File: config.mk
export PLATFORM = sky130hd
export DESIGN_NAME = sti_div
export DESIGN_NICKNAME = d
export VERILOG_FILES = /design/src/hw/rtl/sti_pkg.sv /design/src/hw/rtl/sti_div.sv
export SDC_FILE = /design/constraint.sdc
export NUM_CORES = 2
export LEC_CHECK = 0
export BUFFER_PORTS_ARGS = -buffer_cell sky130_fd_sc_hd__buf_2
export CORE_MARGIN = 10
export CORE_UTILIZATION = 30
export CTS_CLUSTER_DIAMETER = 200
export CTS_CLUSTER_SIZE = 25
export DETAILED_ROUTE_END_ITERATION = 10
export PLACE_DENSITY = 0.48
export SLEW_MARGIN = 20
export SYNTH_ARGS = -nofsm -noshare
export SYNTH_HDL_FRONTEND = slang
export SYNTH_SLANG_ARGS = --single-unit
export TNS_END_PERCENT = 20
File: constraint.sdc
create_clock -name clk -period 4.2 [get_ports clk]
set_input_delay 1.26 -clock clk [delete_from_list [all_inputs] [get_ports clk]]
set_output_delay 1.26 -clock clk [all_outputs]
set_load 0.02 [all_outputs]
File: src/hw/rtl/sti_pkg.sv
// shared widths and types for the segment/triangle intersection pipeline
// no dependencies
`timescale 1ns / 1ps
package sti_pkg;
	localparam int CoordBits = 16;
	localparam int FracBits  = 16;
	localparam int PointBits = 48;
	localparam int DiffBits  = CoordBits + 1;
	localparam int CrossBits = 2 * DiffBits + 1;
	localparam int DotBits   = CrossBits + DiffBits + 2;
	localparam int QBits     = FracBits + 1;

	typedef logic signed [DiffBits-1:0]  diff_t;
	typedef logic signed [CrossBits-1:0] cross_t;
	typedef logic signed [DotBits-1:0]   dot_t;
	typedef diff_t  dvec_t  [3];
	typedef cross_t cvec_t  [3];

	typedef struct packed {
		logic             ok;
		logic [QBits-1:0] q;
	} div_res_t;

	function automatic diff_t coord(input logic [PointBits-1:0] p, input int k);
		logic signed [CoordBits-1:0] v;
		begin
			v = p[k*CoordBits +: CoordBits];
			return diff_t'(v);
		end
	endfunction
endpackage

File: src/hw/rtl/sti_div.sv
// pipelined restoring divider, one quotient bit per stage
// depends on sti_pkg
`timescale 1ns / 1ps
module sti_div import sti_pkg::*; (
	input  logic     clk,
	input  logic     arst_n,
	input  logic     en,
	input  logic     in_valid,
	input  logic     in_ok,
	input  dot_t     in_tn,
	input  dot_t     in_den,
	output logic     out_valid,
	output div_res_t out_res
);
	localparam int N = QBits;
	logic [N-1:0]          vld_q;
	logic                  ok_q  [N];
	logic [DotBits:0]      rem_q [N];
	logic [DotBits-1:0]    den_q [N];
	logic [QBits-1:0]      quo_q [N];

	always_ff @(posedge clk or negedge arst_n) begin
		if (!arst_n) vld_q <= '0;
		else if (en) vld_q <= {vld_q[N-2:0], in_valid};
	end

	always_ff @(posedge clk) begin
		if (en) begin
			for (int i = 0; i < N; i++) begin
				logic [DotBits:0]   r;
				logic [DotBits-1:0] d;
				logic [QBits-1:0]   qq;
				if (i == 0) begin
					r  = {1'b0, in_tn};
					d  = in_den;
					qq = '0;
					ok_q[i] <= in_ok;
				end else begin
					r  = {rem_q[i-1][DotBits-1:0], 1'b0};
					d  = den_q[i-1];
					qq = {quo_q[i-1][QBits-2:0], 1'b0};
					ok_q[i] <= ok_q[i-1];
				end
				if (r >= {1'b0, d}) begin
					r     = r - {1'b0, d};
					qq[0] = 1'b1;
				end
				rem_q[i] <= r;
				den_q[i] <= d;
				quo_q[i] <= qq;
			end
		end
	end

	assign out_valid  = vld_q[N-1];
	assign out_res.ok = ok_q[N-1];
	assign out_res.q  = ok_q[N-1] ? quo_q[N-1] : '0;
endmodule

==> parameters.txt <==
Parameter                              Value

Route
  Count of unresolved DRC violations after routing    0
  Remaining number of nets flagged by the antenna check after routing    0
  Post-Route WL    295 mm
  DR pass1 iterations    6
  Initial DRC count    3717
  Vias    83500
  Per-cell routed wire length    16.5 µm
  Average via count per standard cell    ~4.7

Outcome
  Outcome    finished, violations left
  Violated checks    negative setup slack

Place
  Detailed Place HPWL    around 240 mm
  Final estimated routing congestion in global placement    approximately 0.9
  Number of port buffers    131

Worst setup path
  Cell at the slowest stage of the critical path    fa_2
  R2r setup slk    50 ps
  End of the critical path    rem_q[0][52]$_DFFE_PP_
  Crit-path most repeated cell    a2111o_1
  Launching element of the worst setup path    in_tn[0]
  Reg-to-Reg Start    rem_q[0][500]$_DFFE_PP_
  Sort of element at the start of the critical path    input pin
  CP cell instances    buf_2 > inv_12 > ha_4 > inv_2 > fa_2 > a211oi_4 > o21ai_2 > a21oi_2 > nand4_1 > a32o_2 > or3_4 > a31oi_4 > a211oi_1 > a2111o_1 > a31o_2 > and4b_1 > a2111o_1
  Maximum fanout along the worst path    4
  Cell depth of the worst flop-to-flop path    16
  Max incr delay on CP    410 ps
  R2R Path End    rem_q[0][551]$_DFFE_PP_
  Required time of the critical path    around 4800 ps
  Crit Path Class    input pin to flip-flop
  Crit. End Element    flip-flop
  Data arrival time at the worst-slack endpoint    4840 ps

Timing
  Post-route fraction of the period consumed by the critical path    101%
  Count of final max-slew check failures    0
  Relative slew slack    33.6%
  Crit path time final    approximately 4200 ps
  Hold Fails Final Rpt    0
  Worst setup slack after layout    -29.8 ps
  Clock skew after layout    49.0 ps
  Final Setup Violations    1
  Fmax    0.236 GHz
  Transition at the pin with the smallest max-transition slack    between 900 and 1000 ps
  Final-layout worst hold slack    277 ps
  Setup repair after global routing missed its margin    yes

Yosys
  Number of enable-type register cells in the synthesized netlist    1898
  Mean instance size in the synthesized netlist    about 10 µm²
  Most frequently used flop master after synthesis    edfxtp_1
  Register bit count reported by yosys    between 1500 and 2000
  Synthesized cell area    between 100000 and 150000 µm²
  Share of the yosys chip area belonging to registers    48.5%
  Share of async-settable or async-resettable flops after synthesis    0.888%
  Number of distinct library cells after synthesis    100
  Synthesized net count    12300
  Number of instances in the synthesized netlist    between 10000 and 15000
  Yosys warning count    0

Clocking
  Number of buffers added by the clock tree synthesis step    90
  Clock tree buffer depth    4
  CTS tree    done
  Clock Pin Slew Worst Setup and Hold Paths    110 ps
  Hold buffer count at cts    0
  H-tree level count    3
  Clk sinks    approximately 1900
  Clock network latency to the later pin of the worst-skew pair    880 ps
  Root buffer selected by CTS    clkbuf_16

Final layout
  Layout fillers    39700
  Share of the core filled with cells in the final layout    about 35%
  Ratio of cells with drive above 1 in the final layout    17.5%
  Number of nets in the layout    approximately 14000
  Area growth syn-to-layout    17.4%

Global route
  Global-route total usage across every layer    13.6%
  Number of antenna violations at the first check in global routing    5
  Pin count of the biggest net entering global routing    124
  Wire length of the first global-routing pass    463 mm
  Vias in the first global route    86200
  Aggregate global routing overflow    0

Flow run
  Max capacitance violation total    0

Floorplanning
  Starting density of the core    a little under a third
  Die width    648 µm
  Die height    648 µm
  Number of rows in the core area    230
  DIE AREA    420000 µm²
  Top-level I/O count    132
  Core Area    393000 µm²

Power
  Leak    between 50 and 60 nW
  Maximum VDD drop    400 µV
  Power density relative to cell area    720 nW/µm²

Worst hold path
  Class of the worst hold path    input pin to async pin
==> cell families (layout without fill, tap and decap cells) <==
kind of cell | after synthesis | after routing | synth area share [%]
compound gates | 3300 | 3300 | 17.4
simple gates | 2495 | 2495 | 9.96
flops | 1915 | 1915 | 48.5
buf+inv | 1517 | 2806 | 4.89
fa+ha+maj | 933 | 933 | 9.97
xor+xnor | 784 | 784 | 5.80
mux | 353 | 353 | 3.50
other cells | 0 | 18 | 0
==> flip-flops by register name, indices dropped and copies added, names as in the netlist <==
name and count:
den_q 864, rem_q 864, quo_q 153, ok_q 17, vld_q 17
==> cell usage after synthesis, types with 110 or more instances <==
| library cell | count | share of area (%) |
|---|---|---|
| nor2_1 | 643 | 2.0 |
| xor2_1 | 323 | 2.4 |
| nand4_1 | 203 | 1.1 |
| a21oi_1 | 1149 | 4.9 |
| nand3_1 | 175 | 0.74 |
| nand2_1 | 814 | 2.6 |
| edfxtp_1 | 1898 | 48 |
| mux2_2 | 297 | 2.8 |
| a21o_1 | 587 | 3.7 |
| o21ai_0 | 697 | 2.9 |
| nor3_1 | 121 | 0.51 |
| ha_1 | 917 | 9.7 |
| inv_1 | 1120 | 3.6 |
| xnor2_1 | 461 | 3.4 |
| clkbuf_1 | 341 | 1.1 |
| o21bai_1 | 155 | 0.98 |
| a31oi_1 | 110 | 0.58 |
==> report_power, final <==
group / switching, mW / internal (mW)
Combinational: 30.3 / 27.7
Clock: 5.99 / 4.00
Sequential: 3.08 / 28.9
==> metrics by stage <==
stage	worst slack (ps)	cell area [µm²]	power, mW	setup TNS (ps)	std cells
after floorplan	-180	118000	69.7	-338	11300
after global placement	-1010	135000	89.4	-67840	17700
after detailed placement	-990	135000	89.4	-72040	17700
after CTS	-91.2	138000	100	-3630	17800
after global routing	-95.5	139000	108	-2860	17800
final	-29.8	139000	100	-29.8	17800
==> cells in the final DEF, fill, tap and decap left out, types with 53 or more instances in the layout <==
cell type,instances
edfxtp_1,1898
buf_4,1376
a21oi_1,1127
inv_1,1116
ha_1,913
nand2_1,813
o21ai_0,683
nor2_1,640
a21o_1,587
xnor2_1,460
xor2_1,323
mux2_2,292
nand4_1,203
nand3_1,174
o21bai_1,154
buf_2,130
nor3_1,118
nand2b_1,105
a31oi_1,101
clkbuf_16,96
nor2b_1,95
and3_1,94
o21a_1,84
and2_1,71
a211oi_1,67
mux2_4,53
==> final cells by class <==
class | instances | area (µm²) | area share [%]
Antenna cell | 18 | 45.0 | 0.0324
Clock buffer | 108 | 2360 | 1.70
Clock inverter | 3 | 36.3 | 0.0261
Inverter | 1120 | 4220 | 3.04
Multi-Input combinational cell | 7865 | 56000 | 40.3
Sequential cell | 1915 | 57400 | 41.3
Tap cell | 5220 | 6530 | 4.70
Timing Repair Buffer | 1575 | 12300 | 8.83
==> what timing repair did <==
| item | 4_1_cts | 5_1_grt |
|---|---|---|
| endpoints found under the setup margin | 323 | 434 |
| setup buffers | 2 | 16 |
| cloned | 1 | 5 |
| resized for setup | 39 | 130 |
| pin swaps | 10 | 43 |
==> per-layer routing <==
layer	routed length, µm	vias up	share of wire, %	GRT usage [%]
li1	-	43700	-	-
met1	124000	38200	42	15.7
met2	147000	1059	50	25.1
met3	5800	506	2.0	1.07
met4	17900	0	6.1	6.69
met5	0	-	0	0
==> worst min-delay path by stage <==
stage	cells after the start	startpoint	to	slack (ps)
floorplan	0	ok_q[0][9]$_DFFE_PP_	ok_q[0][10]$_DFFE_PP_	400
global placement	0	quo_q[0][255]$_DFFE_PP_	quo_q[0][273]$_DFFE_PP_	400
detailed placement	0	ok_q[0][12]$_DFFE_PP_	ok_q[0][13]$_DFFE_PP_	400
CTS	1	arst_n	vld_q[15]$_DFFE_PN0P_	180
global route	1	arst_n	vld_q[15]$_DFFE_PN0P_	240
finish	1	arst_n	vld_q[15]$_DFFE_PN0P_	280
==> worst max-delay path: cells and delay by family <==
family | cells | cell delay (ps)
compound gates | 9 | 2070
simple gates | 3 | 740
fa+ha+maj | 2 | 520
buf+inv | 3 | 250
Power figures use the tool's default switching activity.
